[src/hw/rtl/rgbyuv_pkg.sv]
package rgbyuv_pkg;

    localparam int CFG_W = 13;
    localparam int PIX_W = 8;
    localparam int LIDX_W = 24;
    localparam int CIDX_W = 22;
    localparam int CFG_ADDR_W = 1;

    localparam logic [CFG_ADDR_W-1:0] REG_FRAME_WIDTH = 1'd0;
    localparam logic [CFG_ADDR_W-1:0] REG_FRAME_HEIGHT = 1'd1;

    localparam logic [CFG_W-1:0] FRAME_WIDTH_RESET = 13'd1920;
    localparam logic [CFG_W-1:0] FRAME_HEIGHT_RESET = 13'd1080;

    localparam int DEF_MAX_WIDTH = 4096;
    localparam int DEF_MAX_HEIGHT = 4096;
    localparam int DEF_COEF_FRACTION_BITS = 16;

    // BT.709 weights in units of 1e-4
    localparam int Y_R = 2126;
    localparam int Y_G = 7152;
    localparam int Y_B = 722;
    localparam int CB_R = -1146;
    localparam int CB_G = -3854;
    localparam int CB_B = 5000;
    localparam int CR_R = 5000;
    localparam int CR_G = -4542;
    localparam int CR_B = -458;
    localparam int CHROMA_OFFSET = 128;

    typedef struct packed {
        logic [LIDX_W-1:0] luma_index;
        logic [CIDX_W-1:0] chroma_index;
        logic              chroma_write;
        logic              frame_end;
    } pos_t;

    // weight scaled by 2^frac, rounded half away from zero
    function automatic longint coef(int ten_thousandths, int frac);
        longint mag;
        longint q;
        mag = (ten_thousandths < 0) ? -longint'(ten_thousandths) : longint'(ten_thousandths);
        q = (mag * (64'sd1 <<< frac) + 64'sd5000) / 64'sd10000;
        return (ten_thousandths < 0) ? -q : q;
    endfunction

endpackage

[src/hw/rtl/rgbyuv_matrix.sv]
module rgbyuv_matrix #(
    parameter int COEF_FRACTION_BITS = rgbyuv_pkg::DEF_COEF_FRACTION_BITS,
    parameter int WEIGHT_R = rgbyuv_pkg::Y_R,
    parameter int WEIGHT_G = rgbyuv_pkg::Y_G,
    parameter int WEIGHT_B = rgbyuv_pkg::Y_B,
    parameter int OFFSET = 0
) (
    input  logic [rgbyuv_pkg::PIX_W-1:0] red,
    input  logic [rgbyuv_pkg::PIX_W-1:0] green,
    input  logic [rgbyuv_pkg::PIX_W-1:0] blue,
    output logic [rgbyuv_pkg::PIX_W-1:0] result
);

    localparam int COEF_W = COEF_FRACTION_BITS + 2;
    localparam int SUM_W = COEF_W + rgbyuv_pkg::PIX_W + 3;
    localparam longint KR = rgbyuv_pkg::coef(WEIGHT_R, COEF_FRACTION_BITS);
    localparam longint KG = rgbyuv_pkg::coef(WEIGHT_G, COEF_FRACTION_BITS);
    localparam longint KB = rgbyuv_pkg::coef(WEIGHT_B, COEF_FRACTION_BITS);

    localparam logic signed [COEF_W-1:0] KR_C = COEF_W'(KR);
    localparam logic signed [COEF_W-1:0] KG_C = COEF_W'(KG);
    localparam logic signed [COEF_W-1:0] KB_C = COEF_W'(KB);

    logic signed [SUM_W-1:0] kr_x;
    logic signed [SUM_W-1:0] kg_x;
    logic signed [SUM_W-1:0] kb_x;
    logic signed [SUM_W-1:0] r_x;
    logic signed [SUM_W-1:0] g_x;
    logic signed [SUM_W-1:0] b_x;
    logic signed [SUM_W-1:0] sum;
    logic signed [SUM_W-1:0] level;

    assign kr_x = SUM_W'(KR_C);
    assign kg_x = SUM_W'(KG_C);
    assign kb_x = SUM_W'(KB_C);
    assign r_x = $signed(SUM_W'(red));
    assign g_x = $signed(SUM_W'(green));
    assign b_x = $signed(SUM_W'(blue));

    assign sum = kr_x * r_x + kg_x * g_x + kb_x * b_x;
    // arithmetic shift floors toward minus infinity
    assign level = (sum >>> COEF_FRACTION_BITS) + $signed(SUM_W'(OFFSET));

    always_comb begin
        if (level < 0) begin
            result = '0;
        end else if (level > $signed(SUM_W'(255))) begin
            result = '1;
        end else begin
            result = level[rgbyuv_pkg::PIX_W-1:0];
        end
    end

endmodule

[src/hw/rtl/rgbyuv_position.sv]
module rgbyuv_position #(
    parameter int MAX_WIDTH = rgbyuv_pkg::DEF_MAX_WIDTH,
    parameter int MAX_HEIGHT = rgbyuv_pkg::DEF_MAX_HEIGHT
) (
    input  logic                         aclk,
    input  logic                         aresetn,
    input  logic                         advance,
    input  logic [rgbyuv_pkg::CFG_W-1:0] frame_width,
    input  logic [rgbyuv_pkg::CFG_W-1:0] frame_height,
    output rgbyuv_pkg::pos_t             pos
);

    localparam int COL_W = $clog2(MAX_WIDTH);
    localparam int ROW_W = $clog2(MAX_HEIGHT);
    localparam int PROD_W = ROW_W + rgbyuv_pkg::CFG_W;

    logic [COL_W-1:0] column_count_reg;
    logic [COL_W-1:0] column_count_next;
    logic [ROW_W-1:0] row_count_reg;
    logic [ROW_W-1:0] row_count_next;
    logic [rgbyuv_pkg::LIDX_W-1:0] luma_position_reg;
    logic [rgbyuv_pkg::LIDX_W-1:0] luma_position_next;

    logic [rgbyuv_pkg::CFG_W-1:0] eff_width;
    logic [rgbyuv_pkg::CFG_W-1:0] eff_height;
    logic row_end;
    logic last_row;
    logic [ROW_W-1:0] row_half;
    logic [rgbyuv_pkg::CFG_W-1:0] width_half;
    logic [PROD_W-1:0] prod;

    always_comb begin
        if (frame_width == '0) begin
            eff_width = rgbyuv_pkg::CFG_W'(1);
        end else if (32'(frame_width) > 32'(MAX_WIDTH)) begin
            eff_width = rgbyuv_pkg::CFG_W'(MAX_WIDTH);
        end else begin
            eff_width = frame_width;
        end
        if (frame_height == '0) begin
            eff_height = rgbyuv_pkg::CFG_W'(1);
        end else if (32'(frame_height) > 32'(MAX_HEIGHT)) begin
            eff_height = rgbyuv_pkg::CFG_W'(MAX_HEIGHT);
        end else begin
            eff_height = frame_height;
        end
    end

    assign row_end = (32'(column_count_reg) + 32'd1) >= 32'(eff_width);
    assign last_row = (32'(row_count_reg) + 32'd1) >= 32'(eff_height);

    assign row_half = row_count_reg >> 1;
    assign width_half = eff_width >> 1;
    assign prod = PROD_W'(row_half) * PROD_W'(width_half);

    assign pos.luma_index = luma_position_reg;
    assign pos.chroma_index = rgbyuv_pkg::CIDX_W'(prod)
                              + rgbyuv_pkg::CIDX_W'(column_count_reg >> 1);
    assign pos.chroma_write = !column_count_reg[0] && !row_count_reg[0];
    assign pos.frame_end = row_end && last_row;

    always_comb begin
        column_count_next = column_count_reg;
        row_count_next = row_count_reg;
        luma_position_next = luma_position_reg;
        if (advance) begin
            if (row_end && last_row) begin
                column_count_next = '0;
                row_count_next = '0;
                luma_position_next = '0;
            end else begin
                luma_position_next = luma_position_reg + rgbyuv_pkg::LIDX_W'(1);
                if (row_end) begin
                    column_count_next = '0;
                    row_count_next = row_count_reg + ROW_W'(1);
                end else begin
                    column_count_next = column_count_reg + COL_W'(1);
                end
            end
        end
    end

    always_ff @(posedge aclk) begin
        if (!aresetn) begin
            column_count_reg <= '0;
            row_count_reg <= '0;
            luma_position_reg <= '0;
        end else begin
            column_count_reg <= column_count_next;
            row_count_reg <= row_count_next;
            luma_position_reg <= luma_position_next;
        end
    end

endmodule

[src/hw/rtl/rgb_to_yuv420_converter.sv]
// Channel | Dir | Signals                          | Contents
// s_      | in  | s_tvalid s_tready s_tdata[23:0]  | red, green, blue
// m_      | out | m_tvalid m_tready m_tdata[71:0]  | luma, luma_index, chroma_blue,
//         |     | m_tuser m_tlast                  | chroma_red, chroma_index; chroma_write;
//         |     |                                  | frame_end
// cfg_    | in  | cfg_valid cfg_ready cfg_addr     | 0 frame_width, 1 frame_height
//         |     | cfg_data[12:0]                   |
// One item per clock while m_tready holds; the input stage holds pixel and position,
// and the color matrix sits between it and the output register.
// aresetn (synchronous) clears counters, valid flags and frame size to 1920x1080.
// A stall on m_tready fills both stages before s_tready drops; no item is lost.
module rgb_to_yuv420_converter #(
    parameter int MAX_WIDTH = rgbyuv_pkg::DEF_MAX_WIDTH,
    parameter int MAX_HEIGHT = rgbyuv_pkg::DEF_MAX_HEIGHT,
    parameter int COEF_FRACTION_BITS = rgbyuv_pkg::DEF_COEF_FRACTION_BITS
) (
    input  logic                              aclk,
    input  logic                              aresetn,
    input  logic                              s_tvalid,
    output logic                              s_tready,
    input  logic [23:0]                       s_tdata,   // red, green, blue
    output logic                              m_tvalid,
    input  logic                              m_tready,
    output logic [71:0]                       m_tdata,   // luma, luma_index, chroma_blue,
                                                         // chroma_red, chroma_index, pad
    output logic                              m_tuser,   // chroma_write
    output logic                              m_tlast,
    input  logic                              cfg_valid,
    output logic                              cfg_ready,
    input  logic [rgbyuv_pkg::CFG_ADDR_W-1:0] cfg_addr,
    input  logic [rgbyuv_pkg::CFG_W-1:0]      cfg_data
);

    localparam int PW = rgbyuv_pkg::PIX_W;

    logic [rgbyuv_pkg::CFG_W-1:0] frame_width_reg;
    logic [rgbyuv_pkg::CFG_W-1:0] frame_height_reg;

    logic in_accept;
    logic out_advance;
    rgbyuv_pkg::pos_t pos;

    logic             s1_valid_reg;
    logic [23:0]      s1_pixel_reg;
    rgbyuv_pkg::pos_t s1_pos_reg;

    logic [PW-1:0] luma;
    logic [PW-1:0] chroma_blue;
    logic [PW-1:0] chroma_red;

    logic             out_valid_reg;
    logic [PW-1:0]    out_luma_reg;
    logic [PW-1:0]    out_cb_reg;
    logic [PW-1:0]    out_cr_reg;
    rgbyuv_pkg::pos_t out_pos_reg;

    assign cfg_ready = 1'b1;

    always_ff @(posedge aclk) begin
        if (!aresetn) begin
            frame_width_reg <= rgbyuv_pkg::FRAME_WIDTH_RESET;
            frame_height_reg <= rgbyuv_pkg::FRAME_HEIGHT_RESET;
        end else if (cfg_valid) begin
            unique case (cfg_addr)
                rgbyuv_pkg::REG_FRAME_WIDTH: frame_width_reg <= cfg_data;
                rgbyuv_pkg::REG_FRAME_HEIGHT: frame_height_reg <= cfg_data;
                default: ;
            endcase
        end
    end

    assign out_advance = !out_valid_reg || m_tready;
    assign s_tready = !s1_valid_reg || out_advance;
    assign in_accept = s_tvalid && s_tready;

    rgbyuv_position #(
        .MAX_WIDTH (MAX_WIDTH),
        .MAX_HEIGHT(MAX_HEIGHT)
    ) u_position (
        .aclk        (aclk),
        .aresetn     (aresetn),
        .advance     (in_accept),
        .frame_width (frame_width_reg),
        .frame_height(frame_height_reg),
        .pos         (pos)
    );

    always_ff @(posedge aclk) begin
        if (!aresetn) begin
            s1_valid_reg <= 1'b0;
        end else if (in_accept) begin
            s1_valid_reg <= 1'b1;
        end else if (out_advance) begin
            s1_valid_reg <= 1'b0;
        end
        if (in_accept) begin
            s1_pixel_reg <= s_tdata;
            s1_pos_reg <= pos;
        end
    end

    rgbyuv_matrix #(
        .COEF_FRACTION_BITS(COEF_FRACTION_BITS),
        .WEIGHT_R(rgbyuv_pkg::Y_R),
        .WEIGHT_G(rgbyuv_pkg::Y_G),
        .WEIGHT_B(rgbyuv_pkg::Y_B),
        .OFFSET  (0)
    ) u_luma (
        .red   (s1_pixel_reg[7:0]),
        .green (s1_pixel_reg[15:8]),
        .blue  (s1_pixel_reg[23:16]),
        .result(luma)
    );

    rgbyuv_matrix #(
        .COEF_FRACTION_BITS(COEF_FRACTION_BITS),
        .WEIGHT_R(rgbyuv_pkg::CB_R),
        .WEIGHT_G(rgbyuv_pkg::CB_G),
        .WEIGHT_B(rgbyuv_pkg::CB_B),
        .OFFSET  (rgbyuv_pkg::CHROMA_OFFSET)
    ) u_cb (
        .red   (s1_pixel_reg[7:0]),
        .green (s1_pixel_reg[15:8]),
        .blue  (s1_pixel_reg[23:16]),
        .result(chroma_blue)
    );

    rgbyuv_matrix #(
        .COEF_FRACTION_BITS(COEF_FRACTION_BITS),
        .WEIGHT_R(rgbyuv_pkg::CR_R),
        .WEIGHT_G(rgbyuv_pkg::CR_G),
        .WEIGHT_B(rgbyuv_pkg::CR_B),
        .OFFSET  (rgbyuv_pkg::CHROMA_OFFSET)
    ) u_cr (
        .red   (s1_pixel_reg[7:0]),
        .green (s1_pixel_reg[15:8]),
        .blue  (s1_pixel_reg[23:16]),
        .result(chroma_red)
    );

    always_ff @(posedge aclk) begin
        if (!aresetn) begin
            out_valid_reg <= 1'b0;
        end else if (out_advance) begin
            out_valid_reg <= s1_valid_reg;
        end
        if (out_advance && s1_valid_reg) begin
            out_luma_reg <= luma;
            out_cb_reg <= chroma_blue;
            out_cr_reg <= chroma_red;
            out_pos_reg <= s1_pos_reg;
        end
    end

    assign m_tvalid = out_valid_reg;
    assign m_tdata = {2'b00, out_pos_reg.chroma_index, out_cr_reg, out_cb_reg,
                      out_pos_reg.luma_index, out_luma_reg};
    assign m_tuser = out_pos_reg.chroma_write;
    assign m_tlast = out_pos_reg.frame_end;

endmodule
[config.mk]
export PLATFORM = sky130hd
export DESIGN_NAME = rgb_to_yuv420_converter
export DESIGN_NICKNAME = d
export VERILOG_FILES = /design/src/hw/rtl/rgbyuv_pkg.sv /design/src/hw/rtl/rgbyuv_matrix.sv /design/src/hw/rtl/rgbyuv_position.sv /design/src/hw/rtl/rgb_to_yuv420_converter.sv
export SDC_FILE = /design/constraint.sdc
export NUM_CORES = 2
export LEC_CHECK = 0
export BUFFER_PORTS_ARGS = -buffer_cell sky130_fd_sc_hd__buf_2
export CAP_MARGIN = 20
export CELL_PAD_IN_SITES_DETAIL_PLACEMENT = 0
export CELL_PAD_IN_SITES_GLOBAL_PLACEMENT = 1
export CORE_MARGIN = 1
export CORE_UTILIZATION = 56
export CTS_BUF_LIST = sky130_fd_sc_hd__clkbuf_8
export DETAILED_ROUTE_END_ITERATION = 10
export GPL_ROUTABILITY_DRIVEN = 0
export PLACE_DENSITY = 0.95
export SLEW_MARGIN = 20
export SYNTH_ARGS = -nofsm -noshare
export SYNTH_HDL_FRONTEND = slang
export SYNTH_SLANG_ARGS = --single-unit
[constraint.sdc]
create_clock -name aclk -period 16.7 [get_ports aclk]
set_clock_uncertainty 0.15 [all_clocks]
set_input_delay 2.505 -clock aclk [delete_from_list [all_inputs] [get_ports aclk]]
set_output_delay 2.505 -clock aclk [all_outputs]
set_load 0.03 [all_outputs]
==> key figures <==
Outcome
  – Outcome: finished clean

Synthesis
  – Top_reg_cell synth: sky130_fd_sc_hd__edfxtp_1
  – Share of the synthesized area in the top cell type: 0.2252
  – Most frequent cell after synthesis: sky130_fd_sc_hd__inv_1
  – Sequential share of the synthesized area: 0.1923
  – Netlist area before placement: 30,400 um^2
  – Count of mapped cells out of synthesis: 3,211
  – Ys Warns: 0
  – Synth area leaders: sky130_fd_sc_hd__fa_1 23%, sky130_fd_sc_hd__ha_1 21%, sky130_fd_sc_hd__edfxtp_1 14%
  – Async set or reset register ratio after synthesis: 0
  – Ranking of synthesized cells by instance count: 696 x sky130_fd_sc_hd__inv_1, 521 x sky130_fd_sc_hd__ha_1, 342 x sky130_fd_sc_hd__fa_1
  – Largest area contributor in the synthesized netlist: sky130_fd_sc_hd__fa_1
  – Post-synthesis average cell area: 9.468 um^2
  – Count of distinct cell types in the synthesized netlist: between 80 and 90
  – Number of synthesized flops with an enable pin: between 100 and 150
  – Count of state elements after synthesis: 220

Run
  – Count of maximum capacitance violations: 0

Critical path
  – Critical-path top delay cell: sky130_fd_sc_hd__fa_1
  – Critical register-to-register path startpoint: s1_pixel_reg[11]
  – Worst r2r path cells: 30
  – Worst path buffer plus inverter count: 6
  – Launching instance or port of the critical path: s1_pixel_reg[11]
  – Worst path most repeated cell: sky130_fd_sc_hd__inv_1
  – Max incr delay on CP: 0.66 ns
  – Kind of launch point of the worst setup path: register
  – Largest delay share family, worst path: adder cells
  – Category of the most critical setup path: register to register
  – Req. time, crit path: 16.85 ns
  – CP Data Arrival Time: 9.06 ns
  – Number of cells on the critical path: 30
  – CP endpoint kind: register
  – Highest net fanout along the worst path: 9

Clock tree
  – Clock Root Buffer: sky130_fd_sc_hd__clkbuf_8
  – CTS Hold Buffers Added: 0
  – CTS Sinks: 220
  – Post-CTS setup buffer count: 0
  – Number of buffers created by CTS: ~40
  – Register clock-pin slew on the reported worst setup and hold paths: 0.06 ns
  – H-tree Lvls: 2
  – PostCTS Resize Cnt: 0
  – Maximum root-to-sink buffer count: 3
  – Later-pin clock latency in the skew report: 0.63 ns
  – TritonCTS clock tree: built

Finish
  – Area added between synthesis and finish: 7.523%
  – End-of-flow core utilization: 0.6087
  – Net count reported at finish: between 4,000 and 5,000
  – Number of flip-flops under the largest register name: 48
  – Non-Filler Instances: 4,062
  – Fraction of layout cells with a size suffix above 1: 0.07461

Drt
  – Post-route DRC violation count: 0
  – Number of DRC markers in iteration 0: about 1,200
  – Vias post-DR: ~22,000
  – DR pass1 iterations: 5
  – Detail-routed net length per standard cell: 16.70 um
  – Residual antenna-violating net count after detailed routing: 0
  – DR vias/cell: about 5.4
  – Total detailed-routing wirelength: slightly below 70 mm

GRT
  – Overall Global Routing Usage: 0.2526
  – Initial antenna violation count: 1
  – Overflow left after global routing: 0
  – Largest net degree at the start of global routing: 66
  – Via count of the first global-routing pass: 22,250
  – Global-route wire length before repair: 111.6 mm

Place
  – Detail Placement HPWL: approximately 56 mm
  – Number of cells in the design after placement: 3,983
  – Quantity of I/O buffers inserted on ports: between 100 and 150
  – Post-Place Setup Slack: 8.024 ns

Timing
  – Count of endpoints failing setup in the final report: 0
  – Final slew viol count: 0
  – Worst Tran Pin Value: between 1 and 1.5 ns
  – Clock period minus worst slack: 8.905 ns
  – Number of hold-slack violations in the final timing report: 0
  – Worst slew margin relative to its limit: 0.2906
  – Min setup slack post-route: 7.795 ns
  – Maximum clock frequency: around 110 MHz
  – Setup TNS Final: 0 ns
  – Tcrit/Tclk final: 0.5333
  – Unrepaired setup endpoints after global routing: no

Die
  – Chip height: 235.0 um
  – Placeable core area: 53,710 um^2
  – Io pins: 120
  – Overall die area: 55,230 um^2
  – Number of rows created at floorplan: 85
  – Starting utilization of the core area: 0.5661
  – Die width: 235.0 um

Hold path
  – Worst Hold Launch: s1_pos_reg[31]
  – Hold crit path type: register to register
  – Worst hold path depth: 0
placed cells by master (no fill, tap or decap), types with 35 or more instances in the layout:
cell type / netlist / layout
sky130_fd_sc_hd__nand3_1: 61 / 61
sky130_fd_sc_hd__xnor2_1: 129 / 129
sky130_fd_sc_hd__and2_1: 57 / 57
sky130_fd_sc_hd__edfxtp_1: 144 / 144
sky130_fd_sc_hd__xor2_1: 78 / 78
sky130_fd_sc_hd__a21boi_0: 39 / 39
sky130_fd_sc_hd__clkbuf_8: 0 / 52
sky130_fd_sc_hd__o21ai_0: 81 / 81
sky130_fd_sc_hd__nand2_1: 239 / 239
sky130_fd_sc_hd__nor2b_1: 36 / 35
sky130_fd_sc_hd__buf_2: 0 / 116
sky130_fd_sc_hd__a21o_1: 59 / 59
sky130_fd_sc_hd__dfxtp_1: 76 / 76
sky130_fd_sc_hd__fa_1: 342 / 342
sky130_fd_sc_hd__nor2_1: 140 / 140
sky130_fd_sc_hd__ha_1: 521 / 521
sky130_fd_sc_hd__nor3_1: 43 / 43
sky130_fd_sc_hd__a21oi_1: 117 / 117
sky130_fd_sc_hd__inv_1: 696 / 703
path summary, 6_finish.rpt:
| path | to | slack [ns] |
|---|---|---|
| worst max-delay path | out_cr_reg[3] | 7.79 |
| worst min-delay path | m_tdata[15] | 0.23 |
| worst max register to register | out_cr_reg[3] | 7.79 |
| worst min register to register | m_tdata[15] | 0.23 |
metrics by stage:
step / hold slack [ns] / instance area, um^2
2_1_floorplan: 0.2503 / 30410
3_3_place_gp: 0.2515 / 31770
3_5_place_dp: 0.2545 / 31770
4_1_cts: 0.2214 / 32670
5_1_grt: 0.2499 / 32690
6_report: 0.2272 / 32690
layout make-up:
class	count	area, um^2
multi-input cells	2236	21710
inverters	696	2615
fillers	4604	21020
repair buffers	136	743.2
well taps	696	870.8
diodes	2	5.005
clock inverters	24	182.7
clock buffers	52	715.7
flip-flops and latches	220	5846
logic make-up after synthesis:
| family | Yosys count | synth area share |
|---|---|---|
| flops | 220 | 0.1923 |
| other cells | 2 | 0.0002470 |
| xor+xnor | 207 | 0.05963 |
| fa+ha+maj | 863 | 0.4396 |
| simple gates | 703 | 0.1113 |
| mux | 1 | 0.0003292 |
| buf+inv | 756 | 0.09412 |
| compound gates | 459 | 0.1025 |
worst reg2reg max path: cells and delay by family, from the launching register on:
kind | cells | cell delay, ns
AND/OR/NAND/NOR | 3 | 0.48
XOR/XNOR | 2 | 0.57
flip-flops | 1 | 0.62
AO/OA/AOI/OAI | 11 | 2.43
buffers and inverters | 6 | 0.75
adder cells (fa/ha/maj) | 8 | 3.57
routing by layer:
metal | global-route usage | wire, um | up-vias
li1 | - | - | 10730
met1 | 0.3177 | 28590 | 10620
met2 | 0.4402 | 33730 | 477
met3 | 0.03677 | 3207 | 118
met4 | 0.09111 | 2324 | 0
met5 | 0.005195 | 0 | -
Power is left out: the tool's default activity adds up to more than one toggle a clock period on the data nets, which glitch-free logic cannot reach.
